[src/rtl/core/kts_ram.sv]
// ----------------------------------------------------------------------------
// kts_ram
// Generic single-write, single-read RAM with registered read data.
// ----------------------------------------------------------------------------
module kts_ram #(
  parameter int  WIDTH = 32,
  parameter int  DEPTH = 64,
  localparam int AW    = (DEPTH > 1) ? $clog2(DEPTH) : 1
) (
  input  logic             clk,
  input  logic             we,
  input  logic [AW-1:0]    waddr,
  input  logic [WIDTH-1:0] wdata,
  input  logic [AW-1:0]    raddr,
  output logic [WIDTH-1:0] rdata
);

  logic [WIDTH-1:0] mem [DEPTH];

  // Write port and registered read port.
  always_ff @(posedge clk) begin
    if (we) begin
      mem[waddr] <= wdata;
    end
    rdata <= mem[raddr];
  end

endmodule

[config.mk]
export PLATFORM = sky130hd
export DESIGN_NAME = kts_ram
export DESIGN_NICKNAME = d
export VERILOG_FILES = /design/src/rtl/core/kts_ram.sv
export SDC_FILE = /design/constraint.sdc
export NUM_CORES = 2
export LEC_CHECK = 0
export ABC_AREA = 1
export CAP_MARGIN = 40
export CORE_ASPECT_RATIO = 1.75
export CORE_MARGIN = 4
export CORE_UTILIZATION = 46
export CTS_CLUSTER_DIAMETER = 40
export DETAILED_ROUTE_END_ITERATION = 10
export DONT_BUFFER_PORTS = 1
export PLACE_DENSITY_LB_ADDON = 0.2
export SLEW_MARGIN = 20
export SYNTH_ARGS = -nofsm -noshare
export SYNTH_HDL_FRONTEND = slang
export SYNTH_SLANG_ARGS = --single-unit
[constraint.sdc]
create_clock -name clk -period 7.15 [get_ports clk]
set_input_delay 1.43 -clock clk [delete_from_list [all_inputs] [get_ports clk]]
set_output_delay 1.43 -clock clk [all_outputs]
set_load 0.05 [all_outputs]
Word-level counts from Yosys, hierarchy flattened
Memory sizes are Yosys's and may differ from the RTL's. A register that Yosys moved wholly into a read port is not among the register bits.
Cells that the tools add are included.
{"block": "totals", "register_bits": 0, "ramBits": 2048, "inputBits": 46, "out_inout_bits": 32, "n_memories": 1}
{"block": "classes", "muxes": 2}
{"name": "mem", "depth": 64, "word_bits": 32, "read_ports": 1, "rd_ports_with_merged_regs": 1, "wr": 1, "line": "18", "source": "logic [WIDTH-1:0] mem [DEPTH];"}
{"op": "$mux 1", "count": 2}

Depth between registers and ports, before layout
{"block": "logic_depth", "word_depth": 2, "mapped_depth": 13, "mapped_depth_nobuf": 9}

Worst setup path after synthesis
Ideal clock, no wire load.
{"block": "synth_path", "path_type": "input -> register", "startpoint": "in we", "endpoint": "mem mem[48][0] (enable)", "t_arrival_ns": 5.058, "path_slack_ns": 1.590, "path_stages": 3, "path_buffers": 1, "path_cell_list": "clkbuf_1 nand4_1 nor4_1"}
{"block": "synth_between", "elab_chain_cells": 2}
{"element": "start, declared", "line": "11", "source": "input logic we,"}
{"element": "$mux 1", "line": "22", "source": "if (we) begin"}
{"element": "$mux 1 (implied by the code)", "line": "23", "source": "mem[waddr] <= wdata;"}
{"element": "end, declared", "line": "18"}
Every way passes these cells.

==> run_results.csv <==
group,metric,value,unit
floorplanning,die_w,329,um
global_route,grt_pass1_wl,338000,um
global_route,grt_max_degree,1026,
sta,slew_headroom,-416,%
synthesis,post-synth-top-area-cell,"edfxtp_1",
cells_and_area,drive_gt1_share,6.63,%
synthesis,synth_edf_count,2048,
route,viasPerCell,5.72,
synthesis,avgSynthCellArea,12.2,um2
route,vias,52431,
cells_and_area,stdcell_count,9166,
power_and_ir_drop,powerDensity,268,nW/um2
sta,fin_crit_sh,101,%
power_and_ir_drop,total_power,0.0245,W
sta,slew_violations,874,
place,portBuffers,0,
run_status,status,"finished, violations left",
floorplanning,design.core.area,179000,um2
sta,finalSetupViolations,1,
cts,numCtsBuffers,190,
cts,clk_pin_slew,0.06,ns
cells_and_area,fin_util,51.1,%
setup_path,crit_arrival,7.93,ns
global_route,grt_overflow_total,0,
route,drc,0,
place,finalWeightedCongestion,0.770,
place,dp.cells,8822,
cts,cts_hold_buf,0,
global_route,grt.total_usage,24.2,%
cts,htreeDepth,4,
floorplanning,rows,205,
synthesis,postSynth.asyncResetShare,0,%
cts,clockBufferDepth,4,
route,drt_wl_total,230000,um
setup_path,endpoint_kind,"flip-flop",
route,drtIter0Drc,5521,
setup_path,critical_path_class,"in2reg",
place,place_hpwl,114000,um
setup_path,reg2regPathDepth,8,
synthesis,synth_common_cells,"nand2_1, edfxtp_1, nand3_1",
floorplanning,io-pin-count,78,
cells_and_area,fin_nets,6681,
cts,cts_resized,0,
setup_path,cp_max_fo,1025,
sta,fin_tns_setup,-0.0572,ns
sta,fmax,139,MHz
synthesis,ys_seq_area_share,75.1,%
route,ant_nets,0,
flow_run,drv_cap,0,
sta,fin_crit,7.21,ns
route,drt-met1-wl,89500,um
worst_hold_path,hold_depth,0,
setup_path,cp.required,7.88,ns
route,routed.top_layer,"met5",
global_route,antenna_found_initial,5,
sta,hold_ws,0.698,ns
cells_and_area,layout-area-overhead-vs-synth,10.3,%
worst_hold_path,hp-class,"in2reg",
power_and_ir_drop,p_leak,31.5,nW
synthesis,syn_inst,6769,
floorplanning,die_area,187000,um2
cts,clk_latency,0.82,ns
synthesis,synth_top_area_share,74.3,%
run_status,violations,"slew limit, setup timing",
synthesis,syn_area,82700,um2
floorplanning,initial_core_util,46.3,%
synthesis,synth-seq-cells,2080,
route,first_pass_iters,7,
sta,fin_ws,-0.0572,ns
cts,postCtsSetupRepairBufs,0,
sta,rsz0062_at_grt,"no",
route,dr_wl_met2,117000,um
setup_path,start_kind,"primary input",
sta,fin_skew,0.0423,ns
cells_and_area,nFillCells,15240,
route,detail_route.wl_per_cell,25.0,um
route,wl_met3,16200,um
cts,cts-root-buf,"clkbuf_16",
synthesis,synth.net_count,6815,
synthesis,synth_cell_types,16,
floorplanning,die_h,569,um
synthesis,ys_warn_count,0,
cts,cts_tree,"built",
power_and_ir_drop,ir_drop,0.181,mV
synthesis,synth_area_leaders,"edfxtp_1, nand3_1, nand2_1",
global_route,grt_pass1_vias,50861,
synthesis,ys.flop_type,"edfxtp_1",
sta,hold_viol_final,0,
sta,worstMarginPinSlew,7.75,ns
synthesis,synth_most_common_cell,"nand2_1",
cts,clock-sinks,2080,
-- layout by cell type, fill, tap and decap left out, types with 13 or more instances in the layout --
cell       count
nand2_1     2248
edfxtp_1    2048
nand3_1     1907
clkbuf_16    191
buf_4         85
nor2_4        56
clkbuf_1      52
dfxtp_1       32
clkinv_1      31
clkinv_2      29
buf_12        16
buf_16        13
-- final cells by class --
| type | instances | area [um2] | share of cell area, % |
|---|---|---|---|
| Sequential cell | 2080 | 62100 | 68.1 |
| Multi-Input combinational cell | 4228 | 18800 | 20.6 |
| Clock buffer | 253 | 5110 | 5.60 |
| Tap cell | 2380 | 2980 | 3.26 |
| Timing Repair Buffer | 123 | 1430 | 1.57 |
| Clock inverter | 88 | 731 | 0.801 |
| Inverter | 12 | 82.6 | 0.0905 |
| Antenna cell | 2 | 5.00 | 0.00548 |
-- registers in the layout, indices dropped and copies added, names as in the netlist --
name / count
mem: 2048
rdata: 32
-- cell families after synthesis --
kind of cell | synth area share (%)
flops | 75.1
simple gates | 22.1
buf+inv | 2.78
-- power breakdown --
part	internal, W	leakage [nW]	switching (W)
Combinational	0.000403	10.0	0.000685
Clock	0.00540	2.85	0.00436
Sequential	0.0135	18.7	0.000140
Total	0.0193	31.5	0.00519
-- worst paths after layout --
check                           slack [ns]                     to                  start
worst max-delay path                 -0.06      rdata[16]$_DFF_P_               raddr[0]
worst max register to register        5.51      rdata[16]$_DFF_P_  mem[61][16]$_DFFE_PP_
worst min register to register        0.81      rdata[14]$_DFF_P_  mem[45][14]$_DFFE_PP_
worst min-delay path                  0.70  mem[14][31]$_DFFE_PP_              wdata[31]
-- critical path, stage by stage --
cell and delay, ns:
inv_16 1.86, buf_16 0.51, buf_12 0.50, nand2_1 0.11, nand3_1 0.10, nand3_1 0.12, nand3_1 0.12, nand3_1 0.15
nand2_1 0.19, nand2_1 0.14, nand2_1 0.16
-- routing by layer --
metal,up-vias,global-route usage (%)
met2,1899,42.3
met1,26304,31.3
met5,-,0
met3,394,3.59
li1,23832,-
met4,2,7.38
-- metrics by stage --
| step | setup slack (ns) | instance area, um2 |
|---|---|---|
| 6_report | -0.0572 | 91300 |
| 5_1_grt | 2.83 | 91200 |
| 4_1_cts | 3.46 | 91200 |
| 3_5_place_dp | 2.54 | 85400 |
| 3_3_place_gp | 2.81 | 84900 |
| 2_1_floorplan | 1.59 | 82700 |
Note: power is estimated with default switching activity, not from simulation.
