<file path="src/rtl/core/kts_pkg.sv">
// ----------------------------------------------------------------------------
// kts_pkg
// Shared types, codes and constants of the keyframe track sampler.
// ----------------------------------------------------------------------------
package kts_pkg;

  // Number of scan lanes and the index bits that pick one of them.
  localparam int LANES            = 4;
  localparam int LANE_BITS        = 2;
  localparam int DEFAULT_MAX_KEYS = 64;

  // Shared divider geometry: a 48-bit dividend over a 33-bit divisor,
  // with a quotient known to stay below 2^17.
  localparam int DIVIDEND_W = 48;
  localparam int DIVISOR_W  = 33;
  localparam int QUOT_W     = 17;

  // Item operation codes.
  localparam logic OP_LOAD   = 1'b0;
  localparam logic OP_SAMPLE = 1'b1;

  // Value kinds and interpolation modes.
  localparam logic KIND_VECTOR = 1'b0;
  localparam logic KIND_QUAT   = 1'b1;
  localparam logic MODE_LINEAR = 1'b0;
  localparam logic MODE_STEP   = 1'b1;

  // Configuration register indexes.
  typedef enum logic [2:0] {
    CFG_VALUE_KIND  = 3'd0,
    CFG_INTERP_MODE = 3'd1,
    CFG_KEY_COUNT   = 3'd2,
    CFG_FALLBACK_C0 = 3'd3,
    CFG_FALLBACK_C1 = 3'd4,
    CFG_FALLBACK_C2 = 3'd5,
    CFG_FALLBACK_C3 = 3'd6
  } cfg_idx_t;

  // What one lane reports about its pair of stamps.
  typedef struct packed {
    logic hit;    // query lies in [ta, tb) of a valid pair
    logic first;  // this lane holds key 0
    logic last;   // this lane holds the last key
  } lane_res_t;

endpackage

</file>
<file path="src/rtl/core/kts_lane.sv">
// ----------------------------------------------------------------------------
// kts_lane
// One scan lane: tests the query time against the pair ending at its key.
// ----------------------------------------------------------------------------
module kts_lane #(
  parameter int KIDX_W = 4,
  parameter int NW     = 7
) (
  input  logic [31:0]       query,
  input  logic [31:0]       ta,
  input  logic [31:0]       tb,
  input  logic [KIDX_W-1:0] k,
  input  logic [NW-1:0]     n,
  output kts_pkg::lane_res_t res
);
  import kts_pkg::*;

  // The pair (k-1, k) exists only for 1 <= k <= n-1.
  always_comb begin
    res.hit   = (k != '0) && (k < n) && (query >= ta) && (query < tb);
    res.first = (k == '0);
    res.last  = (({1'b0, k} + 1'b1) == n);
  end

endmodule

</file>
<file path="config.mk">
export PLATFORM = sky130hd
export DESIGN_NAME = kts_lane
export DESIGN_NICKNAME = d
export VERILOG_FILES = /design/src/rtl/core/kts_pkg.sv /design/src/rtl/core/kts_lane.sv
export SDC_FILE = /design/constraint.sdc
export NUM_CORES = 1
export LEC_CHECK = 0
export ABC_CLOCK_PERIOD_IN_PS = 5000
export BUFFER_PORTS_ARGS = -buffer_cell sky130_fd_sc_hd__buf_2
export CAP_MARGIN = 40
export CORE_UTILIZATION = 30
export DETAILED_ROUTE_END_ITERATION = 16
export GPL_TIMING_DRIVEN = 0
export PLACE_DENSITY = 0.56
export SLEW_MARGIN = 25
export SYNTH_ARGS = -nofsm -noshare
export SYNTH_HDL_FRONTEND = slang
export SYNTH_SLANG_ARGS = --single-unit
</file>
<file path="constraint.sdc">
create_clock -name vclk -period 5
set_clock_uncertainty 0.2 [all_clocks]
set_input_delay 0.25 -clock vclk [all_inputs]
set_output_delay 0.25 -clock vclk [all_outputs]
set_load 0.005 [all_outputs]
</file>
# After elaboration in Yosys (flattened, before gate mapping)
# Cells that the tools add are included.
# totals
reg_bits,0
inputBits,107
elab_cells,10
# classes
n_reduce_logical,5
order_cmp,3
n_eq_ne,1
addsub,1
# op_table
operator,n
>= comparator 32 bit,1
< comparator 32 bit,1
== test 5 x 7 -> 1 bit,1
< comparator 4 x 7 -> 1 bit,1
"adder 4 x 1 -> 5 bit, second input constant",1
zero test 4 bit,1
nonzero test 4 bit,1
logical AND 1 bit,3

# Longest topological paths before layout
# depth
word_depth,4
ltp_mapped,8

# Worst setup path before layout
# OpenSTA, ideal clock, no wires.
# synth_path
path_type,input to output
startpoint,input query[0]
endpoint,output res[2] (netlist name)
stages,8
required_time_ns,4.550
path_slack_ns,2.946
arrival_time_ns,1.604
path_buffers,0
cell_sequence,inv_1 ha_1 nand2b_4 a2111oi_2 nor3_1 o311ai_2 a21oi_1 o211a_1
# synth_rtl
item,line,text
"start, declared",kts_lane.sv:9,"input logic [31:0] query,"
"end, declared",kts_lane.sv:14,output kts_pkg::lane_res_t res

==> run summary <==
By area the synthesized netlist is led by sky130_fd_sc_hd__ha_1 (49%), sky130_fd_sc_hd__inv_1 (14%), sky130_fd_sc_hd__a21oi_1 (5.9%). In this design, the stage delay of the slowest critical-path cell is 0.56 ns. The placed cell count came out at 431. In this run the power spent charging and discharging nets is 0.08202 mW. The data required time at the worst endpoint was 4.55 ns. Setup repair after global routing left no endpoint under its margin.

The run gives 0 as the number of warning messages in the yosys log. For this block, the routed nets add up to 4.359 mm of wire. The number of buffers and inverters on the critical path is 2. The total setup violations reported at the end of the flow was 0; the via count of the first global-routing pass was 1882. The detail-routed via count per cell was 4.557.

Entering global routing, the biggest net connects 6 pins. In the post-synthesis netlist, the cell with the most instances is sky130_fd_sc_hd__ha_1. The largest delay contributor family on the critical path was compound AO/OA/AOI/OAI gates. For the fraction of power consumed by the clock network, the log shows 0. The biggest area consumer among synthesized cells is sky130_fd_sc_hd__ha_1.

The run finished with clean final reports. The die covers 0.006225 sq mm. The boundary pin count was 110. For the power share of the combinational group, the log shows 1.000.

The share of total power in sequential cells was 0. The final weighted congestion in routability-driven placement is 0.7865. The share of cells above drive strength 1 works out to 0.3148. For this block, the via count after detailed routing is 1964.

The endpoint class of the critical path is a primary output. Minimum period implied by the final worst setup slack: 2.437 ns. Register area: 0 sq um.

Traced cell by cell, the critical path runs through buf_2, ha_1, a21o_1, nand3_1, a21oi_1, a2111oi_0, a21o_1, o211a_1, buf_2. The run gives 0.08654 mW as the internal power. The antenna violation net count after detailed routing was 0; the power consumption was 0.1686 mW. The post-detailed-route wirelength per cell was 10.11 um; the residual overflow from global routing was 0. The portion of the post-synthesis area used by sequential elements is 0, and the fraction of post-synthesis cell area in the top cell type by area is 0.4866. The initial core utilization was 0.3164; the number of setup buffers added after CTS was 0.

The tools report the initial antenna violation count as 0. Post-synthesis to final-layout area growth: 36.11%. The run gives 0 as the total count of max-transition violations in the final report. The die height is 78.90 um, and the timing-limited maximum frequency is 410.4 MHz.

Yosys mapped the design onto 30 distinct sky130hd cell types. In this run the power density over the cells is 69.80 mW/mm^2. Counting every net in the synthesized netlist gives 425.

Final hold violation count: 0. The number of violations of the max-capacitance limit came out at 0. Area occupied by multi-input gates: 0.001519 sq mm. Master of the slowest instance on the critical path: sky130_fd_sc_hd__a2111oi_0. The tools report the post-cts gate resize count as 0. After synthesis, the most frequently instantiated cells are sky130_fd_sc_hd__ha_1 (69), sky130_fd_sc_hd__inv_1 (68), sky130_fd_sc_hd__a21oi_1 (21).

The number of antenna diodes in the final layout is 0. The leakage power was 1.547 nW; the instance count of the mapped netlist was 249. The share of total power consumed by net switching is 0.4866. Once detailed placement completed, the half-perimeter wirelength came to 4.222 mm.

Type of the worst setup path: in2out. Startpoint type of the worst setup path: an input port. Port buffering added 110 buffers. In this run the core area contains 27 standard-cell rows. STA puts the critical path data arrival time at 1.99 ns. The worst slew margin relative to its limit is 0.5352. The iteration-0 DRC count of the detailed router is 32, and the pin slew with the least headroom to its limit is 0.6796 ns.

The final layout contains a sequential cell count of 0. The worst-case IR drop observed on VDD is 0.00002375 V. In this run the horizontal extent of the chip is 78.90 um.

The first detailed-routing pass took 4 iterations. Each instance of the synthesized netlist takes up on average 7.125 sq um. In this run the cell area measured after placement is 0.002415 sq mm. The biggest fanout along the worst timing path was 2. At the end of the flow, the number of nets in the layout was 537. For the DRC violation count after routing, the log shows 0. The first global-routing pass estimated 7.286 mm of wire. Setup total negative slack on the finished layout was measured at 0 ns.

The logs give 0 for the hold buffer count at CTS and 0 for the clock buffer count in the final layout. In this run the standard cell core region covers 0.005608 sq mm. The finished layout holds 431 standard cells, fillers aside.

The run gives 0.6114 ns as the worst-case hold slack. The worst hold path belongs to the class in2out. The share of the cycle needed by the critical path after routing works out to 0.4873.

The tools report the post-synthesis cell area as 0.001774 sq mm. With fillers left out, the area of the finished cells amounts to 0.002415 sq mm. Fill cells in the final layout number 606. The total routing usage reported by global routing came out at 0.1384.
==> kinds of logic (layout without fill, tap and decap cells) <==
kind of cell	after synthesis	count (layout)	synth area share
compound gates	51	51	0.1876
simple gates	56	56	0.1573
xor+xnor	5	5	0.02468
buf+inv	68	178	0.1439
fa+ha+maj	69	69	0.4866
==> power groups by stage <==
stage | combinational, mW | clock, mW | sequential, mW
6_report | 0.169 | 0 | 0
5_1_grt | 0.200 | 0 | 0
4_1_cts | 0.172 | 0 | 0
3_5_place_dp | 0.171 | 0 | 0
3_3_place_gp | 0.168 | 0 | 0
2_1_floorplan | 0.0978 | 0 | 0
==> tightest hold or removal path, cell delays in order <==
cell	delay, ns
sky130_fd_sc_hd__buf_2	0.12
sky130_fd_sc_hd__nor3b_1	0.07
sky130_fd_sc_hd__buf_2	0.12
==> layout by cell type, fill, tap and decap left out, drive strengths merged, types with 2 or more instances in the layout <==
cell type / count
buf: 110
ha: 69
inv: 68
a21oi: 21
nand2: 20
o21ai: 9
nor2: 9
nand3: 8
nand4: 6
a211oi: 5
xnor2: 4
nor3: 4
a21o: 4
a221oi: 3
a2111oi: 3
and4: 2
nand2b: 2
==> through the flow <==
step,setup slack (ns),utilization
detailed placement,2.544,0.4306
global route,2.432,0.4306
global placement,2.508,0.4306
CTS,2.529,0.4306
floorplan,2.946,-
finish,2.563,0.4306
==> path summary, 6_finish.rpt <==
| path | from | to | slack, ns | depth (start not counted) |
|---|---|---|---|---|
| max | query[9] | res[2] | 2.56 | 9 |
| min | k[3] | res[1] | 0.61 | 3 |
==> area by class of cell <==
cell class	instances	share of cell area
Multi-Input combinational cell	181	0.6290
Timing Repair Buffer	110	0.2280
Inverter	68	0.1057
Tap cell	72	0.03731
==> metal layers <==
layer | share of wire | global-route usage | routed length [um] | vias to the layer above
li1 | - | - | - | 1078
met4 | 0 | 0 | 0 | 0
met3 | 0.057 | 0.005747 | 249 | 0
met1 | 0.47 | 0.1849 | 2070 | 829
met5 | 0 | 0 | 0 | -
met2 | 0.47 | 0.2591 | 2040 | 57
Power figures use the tool's default switching activity.
