<file path="src/rtl/core/kts_pkg.sv">
// ----------------------------------------------------------------------------
// kts_pkg
// Shared types, codes and constants of the keyframe track sampler.
// ----------------------------------------------------------------------------
package kts_pkg;

  // Number of scan lanes and the index bits that pick one of them.
  localparam int LANES            = 4;
  localparam int LANE_BITS        = 2;
  localparam int DEFAULT_MAX_KEYS = 64;

  // Shared divider geometry: a 48-bit dividend over a 33-bit divisor,
  // with a quotient known to stay below 2^17.
  localparam int DIVIDEND_W = 48;
  localparam int DIVISOR_W  = 33;
  localparam int QUOT_W     = 17;

  // Item operation codes.
  localparam logic OP_LOAD   = 1'b0;
  localparam logic OP_SAMPLE = 1'b1;

  // Value kinds and interpolation modes.
  localparam logic KIND_VECTOR = 1'b0;
  localparam logic KIND_QUAT   = 1'b1;
  localparam logic MODE_LINEAR = 1'b0;
  localparam logic MODE_STEP   = 1'b1;

  // Configuration register indexes.
  typedef enum logic [2:0] {
    CFG_VALUE_KIND  = 3'd0,
    CFG_INTERP_MODE = 3'd1,
    CFG_KEY_COUNT   = 3'd2,
    CFG_FALLBACK_C0 = 3'd3,
    CFG_FALLBACK_C1 = 3'd4,
    CFG_FALLBACK_C2 = 3'd5,
    CFG_FALLBACK_C3 = 3'd6
  } cfg_idx_t;

  // What one lane reports about its pair of stamps.
  typedef struct packed {
    logic hit;    // query lies in [ta, tb) of a valid pair
    logic first;  // this lane holds key 0
    logic last;   // this lane holds the last key
  } lane_res_t;

endpackage

</file>
<file path="src/rtl/core/kts_div.sv">
// ----------------------------------------------------------------------------
// kts_div
// Restoring divider, one quotient bit per cycle. The caller guarantees that
// the quotient fits in QUOT_W bits.
// ----------------------------------------------------------------------------
module kts_div (
  input  logic                            clk,
  input  logic                            rst,
  input  logic                            start,
  input  logic [kts_pkg::DIVIDEND_W-1:0]  dividend,
  input  logic [kts_pkg::DIVISOR_W-1:0]   divisor,
  output logic                            done,
  output logic [kts_pkg::QUOT_W-1:0]      quot
);
  import kts_pkg::*;

  localparam int CW = $clog2(QUOT_W + 1);

  logic                 busy;
  logic [CW-1:0]        cnt;
  logic [DIVISOR_W:0]   rem;
  logic [DIVISOR_W-1:0] dsr;
  logic [DIVISOR_W:0]   trial;
  logic                 fits;

  // Shift in the next dividend bit and try the subtraction.
  always_comb begin
    trial = {rem[DIVISOR_W-1:0], quot[QUOT_W-1]};
    fits  = (trial >= {1'b0, dsr});
  end

  // Control.
  always_ff @(posedge clk) begin
    if (rst) begin
      busy <= 1'b0;
      done <= 1'b0;
      cnt  <= '0;
    end else begin
      done <= !start && busy && (cnt == CW'(1));
      if (start) begin
        busy <= 1'b1;
        cnt  <= CW'(QUOT_W);
      end else if (busy) begin
        cnt <= cnt - 1'b1;
        if (cnt == CW'(1)) begin
          busy <= 1'b0;
        end
      end
    end
  end

  // Datapath.
  always_ff @(posedge clk) begin
    if (start) begin
      rem  <= (DIVISOR_W + 1)'(dividend[DIVIDEND_W-1:QUOT_W]);
      quot <= dividend[QUOT_W-1:0];
      dsr  <= divisor;
    end else if (busy) begin
      rem  <= fits ? (trial - {1'b0, dsr}) : trial;
      quot <= {quot[QUOT_W-2:0], fits};
    end
  end

endmodule

</file>
<file path="config.mk">
export PLATFORM = sky130hd
export DESIGN_NAME = kts_div
export DESIGN_NICKNAME = d
export VERILOG_FILES = /design/src/rtl/core/kts_pkg.sv /design/src/rtl/core/kts_div.sv
export SDC_FILE = /design/constraint.sdc
export NUM_CORES = 1
export LEC_CHECK = 0
export BUFFER_PORTS_ARGS = -buffer_cell sky130_fd_sc_hd__buf_2
export CAP_MARGIN = 30
export CORE_UTILIZATION = 39
export CTS_BUF_LIST = sky130_fd_sc_hd__clkbuf_4
export DETAILED_ROUTE_END_ITERATION = 7
export SLEW_MARGIN = 15
export SYNTH_ARGS = -nofsm -noshare
export SYNTH_HDL_FRONTEND = slang
export SYNTH_SLANG_ARGS = --single-unit
</file>
<file path="constraint.sdc">
create_clock -name clk -period 6.6 [get_ports clk]
set_input_delay 0.33 -clock clk [delete_from_list [all_inputs] [get_ports clk]]
set_output_delay 0.33 -clock clk [all_outputs]
set_load 0.005 [all_outputs]
</file>
Word level (Yosys, flattened, before mapping)
Cells that the tools add are included.
{"block": "totals", "word_cells": 27, "register_bits": 90, "output_inout_bits": 18}
{"block": "op_classes", "n_eq_ne": 1, "n_addsub": 2, "n_reduce_logical": 5, "n_lt_le_gt_ge": 1, "n_mux": 10}
{"op": "31-bit 2-to-1 mux", "n": 2}
{"op": "34-bit by 33-bit greater-or-equal comparator with 1-bit output", "n": 1}
{"op": "17-bit 2-to-1 mux", "n": 2}
{"op": "33-bit 2-to-1 mux", "n": 1}
{"op": "33-bit subtractor", "n": 1}
{"op": "5-bit 2-to-1 mux", "n": 2}
{"op": "5-bit by 1-bit equality test with 1-bit output (second input constant)", "n": 1}
{"op": "5-bit by 1-bit subtractor with 5-bit output (second input constant)", "n": 1}
{"op": "1-bit 2-to-1 mux", "n": 3}
{"op": "1-bit logical AND", "n": 2}
{"op": "2-bit nonzero test", "n": 1}
{"op": "2-bit OR reduction", "n": 1}
{"op": "1-bit logical NOT", "n": 1}

Depth between registers and ports, before layout
{"block": "logic_depth", "ltp_word": 4, "ltp_mapped": 14, "ltp_nobuf": 13}

Worst setup path after synthesis
No wires, ideal clock.
{"block": "synth_timing", "path_type": "register to register", "from": "reg quot[16] (netlist bit)", "to": "reg rem[0] (data pin)", "setup_ns": 0.260, "required_time_ns": 6.340, "path_slack_ns": 3.407, "t_arrival_ns": 2.934, "path_stages_with_launch": 15, "path_cell_list": "edfxtp_1 > inv_1 > ha_1 > inv_1 > fa_1 > a211oi_2 > o21bai_1 > a21oi_1 > o21ai_2 > o31ai_2 > o31ai_4 > buf_6 > nor2_1 > a21oi_1 > mux2_2"}
{"block": "synth_via", "elab_chain_cells": 4, "elab_cells_between_ends": 5}
{"element": "from (decl)", "line": "kts_div.sv:13", "text": "output logic [kts_pkg::QUOT_W-1:0] quot"}
{"element": "from (signal assigned)", "line": "kts_div.sv:56", "text": "quot <= dividend[QUOT_W-1:0];"}
{"element": "from (signal assigned)", "line": "kts_div.sv:60", "text": "quot <= {quot[QUOT_W-2:0], fits};"}
{"element": "33-bit subtractor / 34-bit by 33-bit greater-or-equal comparator with 1-bit output (equally long branches)", "line": "kts_div.sv:59, kts_div.sv:29"}
{"element": "33-bit 2-to-1 mux *", "line": "kts_div.sv:59", "text": "rem <= fits ? (trial - {1'b0, dsr}) : trial;"}
{"element": "31-bit 2-to-1 mux *", "line": "kts_div.sv:58", "text": "end else if (busy) begin"}
{"element": "31-bit 2-to-1 mux *", "line": "kts_div.sv:54", "text": "if (start) begin"}
{"element": "to (signal assigned)", "line": "kts_div.sv:55", "text": "rem <= (DIVISOR_W + 1)'(dividend[DIVIDEND_W-1:QUOT_W]);"}
{"element": "to (signal assigned)", "line": "kts_div.sv:59"}
{"element": "to (decl)", "line": "kts_div.sv:21", "text": "logic [DIVISOR_W:0] rem;"}
Every way passes the cells marked *; elsewhere a longest branch is shown, timed or not. The select of a mux whose other input is x is not followed.
A chain may end at the register's enable or synchronous reset.

Worst setup path after layout
{"block": "layout_timing", "from": "reg quot[16] (netlist bit)", "to": "reg rem[29] (data pin)"}
The elaborated chain is that of the path after synthesis.

==> reports/qor.yml <==
postCtsSetupBuffers: 0
cp_data_arrival_time_ns: 4.06
hp-start: "divisor[17]"
period_needed_ns: 3.80
syn2layout_area_growth_pct: 19.7
yosysSeqAreaShare_pct: 46.3
crit_path_end_kind: "register"
r2r_cells: 13
ctsResizeCount: 0
top_layer: "met4"
antenna_found_initial: 1
grt_max_degree: 50
ios: 102
mappedNetlistArea_um2: 5640
die-area_um2: 15000
worstPathMaxFanout: 46
cap_violations: 0
htreeDepth: 3
synth_ff_type: "edfxtp_1"
synth_fp_nets: 670
viasPerCell: 5.12
start_util_pct: 40.3
max_freq_mhz: 263
fin_tns_setup_ns: 0
async_flop_share_pct: 0
grt_pass1_vias: 4523
dp_hpwl_mm: 8.88
dr.pass1.iters: 4
synth.avg_cell_area_um2: 10.3
vdd_drop_max_mv: 0.158
crit_required_ns: 6.86
clk_latency_ns: 0.48
synth_edf_count: 81
ant_nets: 0
layout.nets: 797
grt_overflow_total: 0
rrSetupSlack_ns: 2.80
clockBufferDepth: 2
initialDrtViolationCount: 291
synth.area.top_cells: "edfxtp_1 (43%), ha_1 (7.8%), a21oi_1 (4.9%)"
timing.final.hold_violations: 0
die_y_um: 122
regToRegEndpoint: "rem[29]$_DFFE_PP_"
crit_type: "reg -> reg"
place_congestion: 0.900
yosys_warnings: 0
yosysTopAreaCell: "edfxtp_1"
wl_per_cell_um: 14.4
m1WireLength_mm: 5.71
finalSetupViolations: 0
p_per_area_nw_per_um2: 285
hold_path_end: "dsr[17]$_DFFE_PP_"
core_um2: 14000
routed_wl_mm: 12.4
startpoint_type: "register"
grt.total_usage_pct: 17.7
hp-class: "in -> reg"
row_count: 43
ys_ff_latch: 90
dr_wl_met3_um: 811
cts_root_buf: "clkbuf_4"
synthCells: 550
numPortBuffers: 101
place_area_um2: 6290
nFillCells: 1368
max_slew.worst_pin.slew_ns: 0.569
wl_met2_mm: 5.76
clkSinkCount: 90
num_vias: 4422
fin_crit_sh_pct: 57.6
die_w_um: 122
regToRegStartpoint: "quot[16]$_DFFE_PP_"
totalPowerFinal_mw: 1.92
path_clk_slew_ns: 0.15
slew_viol_final: 0
outcome: "completed"
skew_ns: 0.0180
hold_depth: 1
grt_pass1_wl_mm: 20.7
worst_slew_margin_rel_pct: 61.7
final_util_pct: 48.3
yosysTopAreaCellShare_pct: 43.1
numCtsBuffers: 9
drive_gt1_share_pct: 24.3
cts_tree: "yes"
synth.distinct_cells: 67
p_leak_nw: 2.83
final_cell_area_um2: 6760
remaining_drc_errors: 0
rsz0062_at_grt: "false"
## synthesized netlist by cell type (8+ instances only)
cell type / number
edfxtp_1: 81
a21oi_1: 55
inv_1: 46
nand2_1: 43
nor2_1: 42
o21ai_0: 40
ha_1: 35
mux2_2: 19
xnor2_1: 17
nand3_1: 15
nor3_1: 12
mux2i_1: 11
a21o_1: 10
clkbuf_1: 9
dfxtp_1: 9
xor2_1: 9
nor3b_1: 8
## kinds of logic after synthesis
kind of cell               after synthesis  synth area share [%]
buffers and inverters                   67                  5.39
muxes                                   30                  5.74
AOI/OAI and AO/OA                      151                  17.0
xor gates and xnor gates                26                  4.04
DFF                                     90                  46.3
adders and majority gates               36                  8.12
and+or+nand+nor                        150                  13.4
## worst max path at each step
stage / startpoint / to / slack, ns / depth (start not counted)
global placement: quot[16]$_DFFE_PP_ / rem[29]$_DFFE_PP_ / 2.94 / 13
CTS: quot[16]$_DFFE_PP_ / rem[29]$_DFFE_PP_ / 2.77 / 13
floorplan: quot[16]$_DFFE_PP_ / rem[0]$_DFFE_PP_ / 3.41 / 14
detailed placement: quot[16]$_DFFE_PP_ / rem[29]$_DFFE_PP_ / 2.80 / 13
global route: quot[16]$_DFFE_PP_ / rem[0]$_DFFE_PP_ / 2.50 / 14
finish: quot[16]$_DFFE_PP_ / rem[29]$_DFFE_PP_ / 2.80 / 13
## worst max-delay path, stage by stage, from the launching register on
cell      delay, ns
edfxtp_1       0.44
inv_1          0.08
ha_1           0.21
inv_1          0.07
fa_1           0.44
a211oi_2       0.28
o21bai_1       0.10
a21oi_1        0.33
o21ai_2        0.18
o31ai_2        0.43
o31ai_4        0.16
buf_4          0.33
a31o_2         0.27
mux2_2         0.25
## per-stage QoR
step | setup WS [ns] | cells | hold slack [ns]
after floorplan | 3.41 | 550 | 0.399
after global placement | 2.94 | 813 | 0.486
after detailed placement | 2.80 | 814 | 0.501
after CTS | 2.77 | 861 | 0.00317
after global routing | 2.50 | 863 | 0.00288
final | 2.80 | 863 | 0.0422
## cell usage in the layout (no fill, tap or decap), types with 2 or more instances in the layout
cell | Yosys | final
o21ai_1 | 5 | 5
xnor2_1 | 17 | 17
o211ai_1 | 2 | 2
clkinv_4 | 0 | 2
nor3_1 | 12 | 12
o21ai_0 | 40 | 40
dfxtp_1 | 9 | 9
inv_1 | 46 | 46
a211oi_2 | 3 | 3
o21a_1 | 2 | 2
clkbuf_4 | 0 | 10
a31o_2 | 2 | 2
o21bai_1 | 4 | 4
a31oi_1 | 3 | 3
nand4_1 | 3 | 3
mux2i_1 | 11 | 11
mux2_2 | 19 | 19
nor2_1 | 42 | 42
o22ai_1 | 2 | 2
or2_2 | 3 | 3
nor3b_1 | 8 | 8
buf_2 | 2 | 100
nand2_1 | 43 | 42
a21oi_1 | 55 | 55
nand2b_1 | 4 | 4
nand3_1 | 15 | 15
edfxtp_1 | 81 | 81
ha_1 | 35 | 35
buf_4 | 4 | 4
xor2_1 | 9 | 9
a21o_1 | 10 | 10
nor4b_1 | 2 | 2
dlygate4sd3_1 | 0 | 32
a211oi_1 | 6 | 6
nor2b_1 | 3 | 3
nor4_1 | 2 | 2
a21o_2 | 2 | 2
## registers in the layout, summed over array words and instances (netlist names)
| signal | cells |
|---|---|
| rem | 33 |
| done | 1 |
| quot | 17 |
| dsr | 33 |
| busy | 1 |
| cnt | 5 |
## what timing repair did
item	in CTS	in global routing
hold endpoints to repair	31	1
setup endpoints to repair	0	0
hold buffers	31	1
## layer usage
metal | GRT usage [%] | up-vias
met5 | 0 | -
met2 | 29.2 | 110
met3 | 5.95 | 13
li1 | - | 2260
met4 | 5.11 | 0
met1 | 21.8 | 2039
## report_power, final
part           switching [mW]  total [mW]  internal, mW
clock                   0.199       0.320         0.121
sequential             0.0427       0.767         0.724
combinational           0.470       0.837         0.367
total                   0.711        1.92          1.21
## area by class of cell
class	instances	area, um^2	area share, %
multi-input combinational	393	2730	40.4
sequential	90	2610	38.7
timing repair buffer	137	871	12.9
tap	180	225	3.33
inverter	46	173	2.56
clock buffer	10	75.1	1.11
clock inverter	6	67.6	1.00
antenna	1	2.50	0.0370
Power figures use the tool's default switching activity.
