**src/rtl/core/kts_pkg.sv**
```systemverilog
// ----------------------------------------------------------------------------
// kts_pkg
// Shared types, codes and constants of the keyframe track sampler.
// ----------------------------------------------------------------------------
package kts_pkg;

  // Number of scan lanes and the index bits that pick one of them.
  localparam int LANES            = 4;
  localparam int LANE_BITS        = 2;
  localparam int DEFAULT_MAX_KEYS = 64;

  // Shared divider geometry: a 48-bit dividend over a 33-bit divisor,
  // with a quotient known to stay below 2^17.
  localparam int DIVIDEND_W = 48;
  localparam int DIVISOR_W  = 33;
  localparam int QUOT_W     = 17;

  // Item operation codes.
  localparam logic OP_LOAD   = 1'b0;
  localparam logic OP_SAMPLE = 1'b1;

  // Value kinds and interpolation modes.
  localparam logic KIND_VECTOR = 1'b0;
  localparam logic KIND_QUAT   = 1'b1;
  localparam logic MODE_LINEAR = 1'b0;
  localparam logic MODE_STEP   = 1'b1;

  // Configuration register indexes.
  typedef enum logic [2:0] {
    CFG_VALUE_KIND  = 3'd0,
    CFG_INTERP_MODE = 3'd1,
    CFG_KEY_COUNT   = 3'd2,
    CFG_FALLBACK_C0 = 3'd3,
    CFG_FALLBACK_C1 = 3'd4,
    CFG_FALLBACK_C2 = 3'd5,
    CFG_FALLBACK_C3 = 3'd6
  } cfg_idx_t;

  // What one lane reports about its pair of stamps.
  typedef struct packed {
    logic hit;    // query lies in [ta, tb) of a valid pair
    logic first;  // this lane holds key 0
    logic last;   // this lane holds the last key
  } lane_res_t;

endpackage

```
**src/rtl/core/kts_merge.sv**
```systemverilog
// ----------------------------------------------------------------------------
// kts_merge
// Combines the lane results of each scan step: keeps the first bracketing
// pair, the stamps of the first and last keys, and the stamp carried over
// to lane 0 of the next step.
// ----------------------------------------------------------------------------
module kts_merge #(
  parameter int SW     = 4,
  parameter int KIDX_W = 6
) (
  input  logic                               clk,
  input  logic                               rst,
  input  logic                               clear,
  input  logic                               dvalid,
  input  logic [SW-1:0]                      step,
  input  kts_pkg::lane_res_t [kts_pkg::LANES-1:0] res,
  input  logic [kts_pkg::LANES-1:0][31:0]    ta,
  input  logic [kts_pkg::LANES-1:0][31:0]    tb,
  output logic                               found,
  output logic [KIDX_W-1:0]                  pair_k,
  output logic [31:0]                        pair_ta,
  output logic [31:0]                        pair_tb,
  output logic [31:0]                        first_stamp,
  output logic [31:0]                        last_stamp,
  output logic [31:0]                        carry
);
  import kts_pkg::*;

  logic                 any_hit;
  logic [LANE_BITS-1:0] sel;

  // Priority pick: the lowest lane with a hit holds the earliest pair.
  always_comb begin
    any_hit = 1'b0;
    sel     = '0;
    for (int l = LANES - 1; l >= 0; l--) begin
      if (res[l].hit) begin
        any_hit = 1'b1;
        sel     = LANE_BITS'(l);
      end
    end
  end

  // Found flag is control state.
  always_ff @(posedge clk) begin
    if (rst || clear) begin
      found <= 1'b0;
    end else if (dvalid && !found && any_hit) begin
      found <= 1'b1;
    end
  end

  // Captured stamps and pair index.
  always_ff @(posedge clk) begin
    if (dvalid) begin
      if (!found && any_hit) begin
        pair_k  <= KIDX_W'({step, sel});
        pair_ta <= ta[sel];
        pair_tb <= tb[sel];
      end
      if (res[0].first) begin
        first_stamp <= tb[0];
      end
      for (int l = 0; l < LANES; l++) begin
        if (res[l].last) begin
          last_stamp <= tb[l];
        end
      end
      carry <= tb[LANES-1];
    end
  end

endmodule

```
**config.mk**
```make
export PLATFORM = sky130hd
export DESIGN_NAME = kts_merge
export DESIGN_NICKNAME = d
export VERILOG_FILES = /design/src/rtl/core/kts_pkg.sv /design/src/rtl/core/kts_merge.sv
export SDC_FILE = /design/constraint.sdc
export NUM_CORES = 1
export LEC_CHECK = 0
export CAP_MARGIN = 0
export CORE_UTILIZATION = 25
export CTS_BUF_LIST = sky130_fd_sc_hd__clkbuf_2
export DETAILED_ROUTE_END_ITERATION = 8
export DONT_BUFFER_PORTS = 1
export SKIP_LAST_GASP = 1
export SLEW_MARGIN = 20
export SYNTH_ARGS = -nofsm -noshare
export SYNTH_HDL_FRONTEND = slang
export SYNTH_SLANG_ARGS = --single-unit
```
**constraint.sdc**
```tcl
create_clock -name clk -period 5.3 [get_ports clk]
set_input_delay 0.795 -clock clk [delete_from_list [all_inputs] [get_ports clk]]
set_output_delay 0.795 -clock clk [all_outputs]
set_load 0.01 [all_outputs]
```
-- Word-level counts from Yosys, hierarchy flattened
Cells that the tools add are included.
Widths: inputs -> output; s select.
- flip-flop bits (word level): 167
- word-level logic and storage cells: 33
- input port bits: 276
- output and inout port bits: 167
- $lt $le $gt $ge: 1
- reductions and logical operators: 9
- multiplexer cells: 16
- operators with widths (operator ; number):
    $mux 32 ; 6
    $bmux 32 s2 ; 2
    $mux 2 ; 4
    $reduce_and 2->1 ; 3
    $mux 1 ; 4
    $reduce_bool 4->1 ; 1
    $logic_and 1x1->1 ; 3
    $lt 2x3->1 const B ; 1
    $logic_not 1->1 ; 1
    $logic_or 1x1->1 ; 1

-- Depth between registers and ports, before layout
Gate-level depths: netlist (run 1).
- word-level depth: 6
- depth in mapped cells: 6

-- Least setup slack after synthesis (run 1)
No wires, ideal clock.
- kind: input-to-reg
- start point: input port res[2] in the netlist's numbering
- end point: register pair_k[0] (enable)
- data required time: 4.802 ns
- library setup time: 0.498 ns
- path buffers: 0
- stages: 2
- data arrival time: 3.810 ns
- slack: 0.992 ns
- path through: o41ai_1 > nor2_1
- cells in the longest elaborated chain, start to end: 3
- ends and longest elaborated chain (item ; line ; RTL):
    start, declared ; kts_merge.sv:16 ; input kts_pkg::lane_res_t [kts_pkg::LANES-1:0] res,
    $mux 1 ; kts_merge.sv:37 ; if (res[l].hit) begin
    $logic_and 1x1->1 ; kts_merge.sv:56 ; if (!found && any_hit) begin
    $reduce_and 2->1 (no source line) ; n/a ;
    end signal, assigned ; kts_merge.sv:57 ; pair_k <= KIDX_W'({step, sel});
    end, declared ; kts_merge.sv:20 ; output logic [KIDX_W-1:0] pair_k,
Every way passes these cells.
A chain may end at the register's enable or synchronous reset.

-- Final worst setup path (run 1)
- start point: register found
- end point: register pair_ta[18] (enable)
- cells in the longest elaborated chain, start to end: 3
- ends and longest elaborated chain (item ; line ; RTL):
    start, declared ; kts_merge.sv:19 ; output logic found,
    start signal, assigned ; kts_merge.sv:47 ; found <= 1'b0;
    start signal, assigned ; kts_merge.sv:49 ; found <= 1'b1;
    $logic_not 1->1 ; kts_merge.sv:56 ;
    $logic_and 1x1->1 ; kts_merge.sv:56 ;
    $reduce_and 2->1 (no source line) ; n/a ;
    end signal, assigned ; kts_merge.sv:58 ; pair_ta <= ta[sel];
    end, declared ; kts_merge.sv:21 ; output logic [31:0] pair_ta,
Every way passes these cells.

==> metrics, run 1 <==
status complete, no violations; Avg Cell Area, Syn 19.3 µm²; slowest library cell on the worst path nor2_4; Worst Hold Depth 0; Residual DRC 0; Worst Setup Start Kind flip-flop; Post-Route WL 24700 µm; detailed-route via count 4259; largest net degree at the start of global routing 66; Port Buf Inserts 0; die width 177 µm; fin crit share 0.419; nets 698; f_max 450 MHz; Worst-Margin Slew 1.03 ns; setup_tns 0 ns; R2R Path Start found; Worst-Skew Late Latency 0.76 ns; Clock Sinks 167; Slew Limit Fails 0; RSZ-0062 raised after global routing no; sequential area share after synthesis 0.650; minimum clock period after layout 2.22 ns; Fin Clk Skew 0.0320 ns; pwr dens 318 nW/µm²; num ports 443; commonest non-fill, non-tap cell in the layout edfxtp_1; Syn. warnings 0; total gr overflow 0; Global Route Usage Sum 0.148; TritonCTS Buffers 17; post-route setup slack 3.08 ns; HPWL Detailed 17200 µm; total core area 30000 µm²; cells along the critical path nor2_4 > buf_4; peak supply drop 0.122 mV; Distinct cells, synth 20; Clock Tree Root clkbuf_2; area grow syn2layout 11.6%; Reg clk slew, reported paths 0.27 ns; CTS Buffer Depth 2; Final Util 0.287; Setup crit end kind flip-flop; first-pass GRT wire length 32400 µm; hold endpoint first_stamp[27]; DIE HEIGHT 177 µm; Initial DRC Count 214; CP max FO 48; Final GP Congestion 0.770; final count of negative-setup-slack endpoints 0; Hold Path Origin tb[27]; initial antenna violation count 2; vias in the first global route 4504; Initial DRT Pass Iterations 5; most frequent cells in the layout edfxtp_1, mux4_2; gate count after technology mapping 399; max cap viols 0; total power 2.73 mW; Die ar. 31500 µm²; worst endpoint required time 5.69 ns; Worst R2R Setup Slack 3.08 ns; relative slew slack 0.314; Initial Util 0.257; crit path kind reg2reg; Leak 2.76 nW; final-report hold violation count 0; Place WS 2.35 ns; proportion of layout cells with a drive suffix above 1 0.311; synthesized area 7700 µm²; post-DR wirelength/cell 29.9 µm; hold crit path type in2reg; Filler Cells Inserted 2987; CTS tree built; FF-to-FF path depth 2; flops & latches, synth 167; Reg-to-Reg End pair_ta[18]; crit-path max cell delay 0.72 ns; # H-tree levels 4; ANT nets after route 0; Vias/cell 5.16; post-CTS sizing 0; post-synth net total 675; Std-Cell Rows 63; Arr. time, crit path 2.61 ns
[cell families after synthesis]
kind of cell,after synthesis,synth area share
flip-flops,167,0.650
buffers and inverters,31,0.0284
multiplexers,128,0.276
AO/OA/AOI/OAI,36,0.0258
AND/OR/NAND/NOR,37,0.0198
[critical path, delay by kind of cell, from the launching register on]
kind	cells	cell delay, ns
flip-flops	1	0.44
buffers and inverters	1	0.64
AND/OR/NAND/NOR	1	0.72
[repair_timing]
action | 4_1_cts | 5_1_grt
hold buffers | 17 | 13
endpoints found under the hold margin | 16 | 15
setup buffers | 0 | 0
setup endpoints to repair | 0 | 0
[metrics by stage]
stage,instances,area (µm²),hold WS [ns]
6_report,825,8590,0.116
5_1_grt,825,8590,0.00120
4_1_cts,811,8450,0.00384
3_5_place_dp,763,8020,0.546
3_3_place_gp,763,8020,0.544
2_1_floorplan,399,7700,0.481
[synthesized netlist by cell type]
| cell type | number | area [µm²] |
|---|---|---|
| buf_2 | 7 | 35.0 |
| edfxtp_1 | 166 | 4980 |
| inv_1 | 2 | 7.51 |
| o21bai_2 | 1 | 11.3 |
| mux4_2 | 64 | 1440 |
| nor2b_2 | 1 | 8.76 |
| clkbuf_1 | 10 | 37.5 |
| mux2_2 | 32 | 360 |
| mux2i_1 | 32 | 320 |
| buf_6 | 11 | 124 |
| o41ai_1 | 1 | 8.76 |
| and2_1 | 1 | 6.26 |
| nand2_1 | 32 | 120 |
| nor3_2 | 1 | 10.0 |
| dfxtp_1 | 1 | 20.0 |
| o41a_1 | 1 | 11.3 |
| o21ai_0 | 32 | 160 |
| nor2_1 | 2 | 7.51 |
| a211oi_1 | 1 | 7.51 |
| buf_8 | 1 | 15.0 |
[worst max-delay path by stage]
stage	start	end	slack (ns)	depth (start not counted)
2_1_floorplan	res[2]	pair_k[0]	0.99	2
3_3_place_gp	res[11]	pair_tb[31]	2.41	4
3_5_place_dp	res[11]	pair_tb[31]	2.35	4
4_1_cts	found	pair_ta[18]	2.97	2
5_1_grt	found	pair_ta[18]	2.91	2
6_report	found	pair_ta[18]	3.08	2
[sequential cells by signal, indices dropped and copies added (netlist names)]
signal,flops
first_stamp,32
last_stamp,32
found,1
pair_k,6
pair_ta,32
pair_tb,32
carry,32
[routing by layer]
layer / track usage / vias up / part of all wire
met5: 0 / - / 0
met4: 0.0431 / 0 / 0.013
met3: 0.0563 / 17 / 0.10
met2: 0.267 / 335 / 0.54
met1: 0.159 / 2212 / 0.35
li1: - / 1695 / -
[cell type report]
cell class / instances / area [µm²] / share of cell area
sequential: 167 / 5000 / 0.583
clock inverter: 14 / 173 / 0.0201
multi-input combinational: 201 / 2500 / 0.291
inverter: 2 / 7.51 / 0.000874
antenna: 1 / 2.50 / 0.000291
clock buffer: 17 / 85.1 / 0.00991
tap: 390 / 488 / 0.0568
timing repair buffer: 33 / 330 / 0.0385
[power breakdown]
part	leakage [nW]	internal [mW]	switching, mW
clock	0.147	0.266	0.509
combinational	1.01	0.140	0.105
sequential	1.61	1.60	0.113
total	2.76	2.00	0.727
Power figures use the tool's default switching activity.
==> run 2, diff against run 1 <==
==> constraint.sdc (replaced) <==
create_clock -name clk -period 2.1 [get_ports clk]
set_input_delay 0.315 -clock clk [delete_from_list [all_inputs] [get_ports clk]]
set_output_delay 0.315 -clock clk [all_outputs]
set_load 0.01 [all_outputs]
==> run 2 against run 1 <==
The flow now stops in clock tree synthesis (4_1_cts). Area after synthesis is the same. Synthesized cell count is the same.
==> metrics, run 2 <==
Clock Sinks 167 (unchanged); fraction of registers with async set/reset 0 (unchanged); synthesized area 7700 µm² (unchanged); Initial Util 0.257 (unchanged); Post-CTS Hold Buffers 161 (+144); num ports 443 (unchanged); post-CTS sizing 0 (unchanged); Port Buf Inserts 0 (unchanged); CTS Buffer Depth 2 (unchanged); post-synth net total 675 (unchanged); gate count after technology mapping 399 (unchanged); Place WS 0.207 ns (-2.15 ns); Synth top cells by count edfxtp_1, mux4_2; top cell type's share of synthesized area 0.648 (unchanged); Distinct cells, synth 20 (unchanged); most numerous cell in the Yosys netlist edfxtp_1; Final GP Congestion 0.782 (+1.5%); DIE HEIGHT 177 µm (unchanged); Syn. warnings 0 (unchanged); # H-tree levels 4 (unchanged); TritonCTS Buffers 17 (unchanged); ranking of synthesized cells by area edfxtp_1, mux4_2, mux2_2; sequential area share after synthesis 0.650 (unchanged); main flop type after synthesis edfxtp_1; Yosys top cell by area edfxtp_1; HPWL Detailed 16400 µm (-4.5%); Clock Tree Root clkbuf_2; die width 177 µm (unchanged); Avg Cell Area, Syn 19.3 µm² (unchanged); flops & latches, synth 167 (unchanged); Exit stage clock tree synthesis (4_1_cts); Std-Cell Rows 63 (unchanged); Setup Fix Bufs, Post-CTS 0 (unchanged); status did not finish; first error [ERROR RSZ-0060] Max buffer count reached.; Post-synth EDFFs 166 (unchanged)
## run 2: per-stage QoR
stage / utilization / cells / hold slack (ns) / area [µm²]
after detailed placement: 0.271 / 768 / 0.391 / 8120
after floorplan: - / 399 / 0.388 / 7700
after global placement: 0.271 / 768 / 0.390 / 8120
## run 2: cells by family after synthesis
family / after synthesis / synth area share
mux: 128 / 0.276
simple gates: 37 / 0.0198
flops: 167 / 0.650
compound gates: 36 / 0.0258
buf+inv: 31 / 0.0284
==> run 3, diff against run 2 <==
--- a/config.mk
+++ b/config.mk
@@ -6,10 +6,10 @@
 export NUM_CORES = 1
 export LEC_CHECK = 0
 export CAP_MARGIN = 0
-export CORE_UTILIZATION = 25
-export CTS_BUF_LIST = sky130_fd_sc_hd__clkbuf_2
+export CORE_UTILIZATION = 20
 export DETAILED_ROUTE_END_ITERATION = 8
 export DONT_BUFFER_PORTS = 1
+export PLACE_DENSITY_LB_ADDON = 0.15
 export SKIP_LAST_GASP = 1
 export SLEW_MARGIN = 20
 export SYNTH_ARGS = -nofsm -noshare
==> run 3 against run 2 <==
The flow now finishes without violations.
==> metrics, run 3 (synthesized netlist as in run 1, its figures left out) <==
total core area 37800 µm²; max cap viols 0; Clock Power Share 0.383; Initial DRC Count 184; Net Sw Frac 0.242; share of total power in combinational logic 0.089; largest net degree at the start of global routing 71; area grow syn2layout 24.4%; total power 8.20 mW; RSZ-0062 raised after global routing no; Top cell by count, worst path buf_12; first-pass GRT wire length 36000 µm; Port Buf Inserts 0 (unchanged); wire length on met1 9420 µm; post-CTS sizing 0 (unchanged); Crit path buffers/inverters 2; f_max 708 MHz; register area 5000 µm²; Fin Clk Skew 0.00634 ns; Arr. time, crit path 1.60 ns; die width 198 µm (+12%); Leak 3.11 nW; cells along the critical path nor2b_2 > o21bai_4 > buf_12 > buf_12 > mux4_2; Worst Setup Start Kind input port; crit path kind in2reg; post-DR wirelength/cell 27.2 µm; Internal 6.21 mW; crit-path max cell delay 0.33 ns; vias in the first global route 4878; CTS tree built; initial antenna violation count 2; nets 744; CP max FO 50; relative slew slack 0.549; status complete, no violations; final count of negative-setup-slack endpoints 0; Std-Cell Rows 71 (+13%); Residual DRC 0; Initial DRT Pass Iterations 4; Reg power frac 0.528; Place WS 0.226 ns (+0.0196 ns); Setup crit end kind flip-flop; Post-CTS Hold Buffers 71 (-56%); Setup Fix Bufs, Post-CTS 0 (unchanged); met2 wire len 14300 µm; fin crit share 0.673; post-placement cell area 8280 µm² (+2.0%); pwr dens 856 nW/µm²; Post-Route WL 27000 µm; ANT nets after route 0; minimum clock period after layout 1.41 ns; Initial Util 0.204 (-0.0531); Filler Cells Inserted 3814; TritonCTS Buffers 17 (unchanged); minimum hold slack 0.0804 ns; Vias/cell 4.42; CP delay by family, top buffers and inverters; peak supply drop 0.564 mV; Final GP Congestion 0.695 (-11%); DR WL met3 2410 µm; Sw Pwr 1.99 mW; Die ar. 39300 µm²; HPWL Detailed 18000 µm (+9.5%); multi-input logic area 2500 µm²; Worst-Skew Late Latency 0.45 ns; num ports 443 (unchanged); proportion of layout cells with a drive suffix above 1 0.289; commonest non-fill, non-tap cell in the layout edfxtp_1; Worst-Margin Slew 0.668 ns; Global Route Usage Sum 0.135; hold crit path type in2reg; Slew Limit Fails 0; CTS Buffer Depth 2 (unchanged); Clock Sinks 167 (unchanged); slowest library cell on the worst path mux4_2; Top Layer Used met4; fin area 9580 µm²; post-route setup slack 0.688 ns; setup_tns 0 ns; detailed-route via count 4385; Clock Tree Root clkbuf_16; DIE HEIGHT 198 µm (+12%); most frequent cells in the layout edfxtp_1, dlygate4sd3_1, mux4_2; Reg clk slew, reported paths 0.07 ns; # H-tree levels 4 (unchanged); final-report hold violation count 0; worst endpoint required time 2.28 ns; total gr overflow 0
run 3: power by group through the flow:
stage,clock (mW),sequential (mW),combinational [mW]
global route,3.37,4.36,0.791
CTS,3.26,4.34,0.747
detailed placement,0,4.41,0.611
finish,3.14,4.33,0.727
global placement,0,4.42,0.593
floorplan,0,4.31,0.524
run 3: per-layer routing:
layer | GRT usage | vias to the layer above
met1 | 0.136 | 2261
met3 | 0.0504 | 37
li1 | - | 1796
met5 | 0 | -
met4 | 0.0749 | 0
met2 | 0.240 | 291
run 3: area by class of cell:
cell class	count	area share
Clock buffer	20	0.0456
Clock inverter	12	0.0133
Sequential cell	167	0.522
Antenna cell	1	0.000261
Timing Repair Buffer	79	0.0901
Multi-Input combinational cell	201	0.261
Tap cell	511	0.0667
Inverter	2	0.000784
run 3: through the flow:
stage,util,instances
finish,0.254,993
global route,0.254,993
CTS,0.254,992
detailed placement,0.219,889
global placement,0.219,889
floorplan,-,399
run 3: final timing paths:
check | startpoint | end | slack, ns | cells after the start
setup / recovery | res[11] | pair_tb[2] | 0.69 | 5
setup reg to reg | found | pair_tb[19] | 0.76 | 2
hold / removal | tb[100] | last_stamp[4] | 0.08 | 1
hold reg to reg | found | pair_tb[4] | 0.97 | 2
==> run 4, diff against run 3 <==
==> constraint.sdc (replaced) <==
create_clock -name clk -period 1.2 [get_ports clk]
set_input_delay 0.18 -clock clk [delete_from_list [all_inputs] [get_ports clk]]
set_output_delay 0.18 -clock clk [all_outputs]
set_load 0.01 [all_outputs]
==> run 4 against run 3 <==
The run now fails in clock tree synthesis (4_1_cts). Area after synthesis is the same. Synthesized cell count unchanged.
==> metrics, run 4 <==
status did not finish; Exit stage clock tree synthesis (4_1_cts); first error [ERROR RSZ-0060] Max buffer count reached.; Yosys top cell by area edfxtp_1; TritonCTS Buffers 17 (unchanged); sequential area share after synthesis 0.650 (unchanged); Final GP Congestion 0.720 (+3.5%); post-synth net total 675 (unchanged); # H-tree levels 4 (unchanged); fraction of registers with async set/reset 0 (unchanged); Post-CTS Hold Buffers 188 (+160%); num ports 443 (unchanged); Post-synth EDFFs 166 (unchanged); Clock Sinks 167 (unchanged); CTS Buffer Depth 2 (unchanged); post-CTS sizing 0 (unchanged); Syn. warnings 0 (unchanged); Place WS -0.444 ns (-0.671 ns); Std-Cell Rows 71 (unchanged); post-placement cell area 8450 µm² (+2.1%); Initial Util 0.204 (unchanged); HPWL Detailed 19200 µm (+6.4%); top cell type's share of synthesized area 0.648 (unchanged); ranking of synthesized cells by area edfxtp_1, mux4_2, mux2_2; Port Buf Inserts 0 (unchanged); most numerous cell in the Yosys netlist edfxtp_1; flops & latches, synth 167 (unchanged); DIE HEIGHT 198 µm (unchanged); Clock Tree Root clkbuf_16; Avg Cell Area, Syn 19.3 µm² (unchanged); Setup Fix Bufs, Post-CTS 2 (+2); gate count after technology mapping 399 (unchanged); main flop type after synthesis edfxtp_1; synthesized area 7700 µm² (unchanged); Distinct cells, synth 20 (unchanged); Synth top cells by count edfxtp_1, mux4_2; die width 198 µm (unchanged)
run 4: per-stage QoR:
stage / instances / util
after floorplan: 399 / -
after global placement: 902 / 0.224
after detailed placement: 902 / 0.224
run 4: kinds of logic after synthesis:
kind of cell | Yosys count | share of synthesized area
compound gates | 36 | 0.0258
simple gates | 37 | 0.0198
mux | 128 | 0.276
buf+inv | 31 | 0.0284
flops | 167 | 0.650
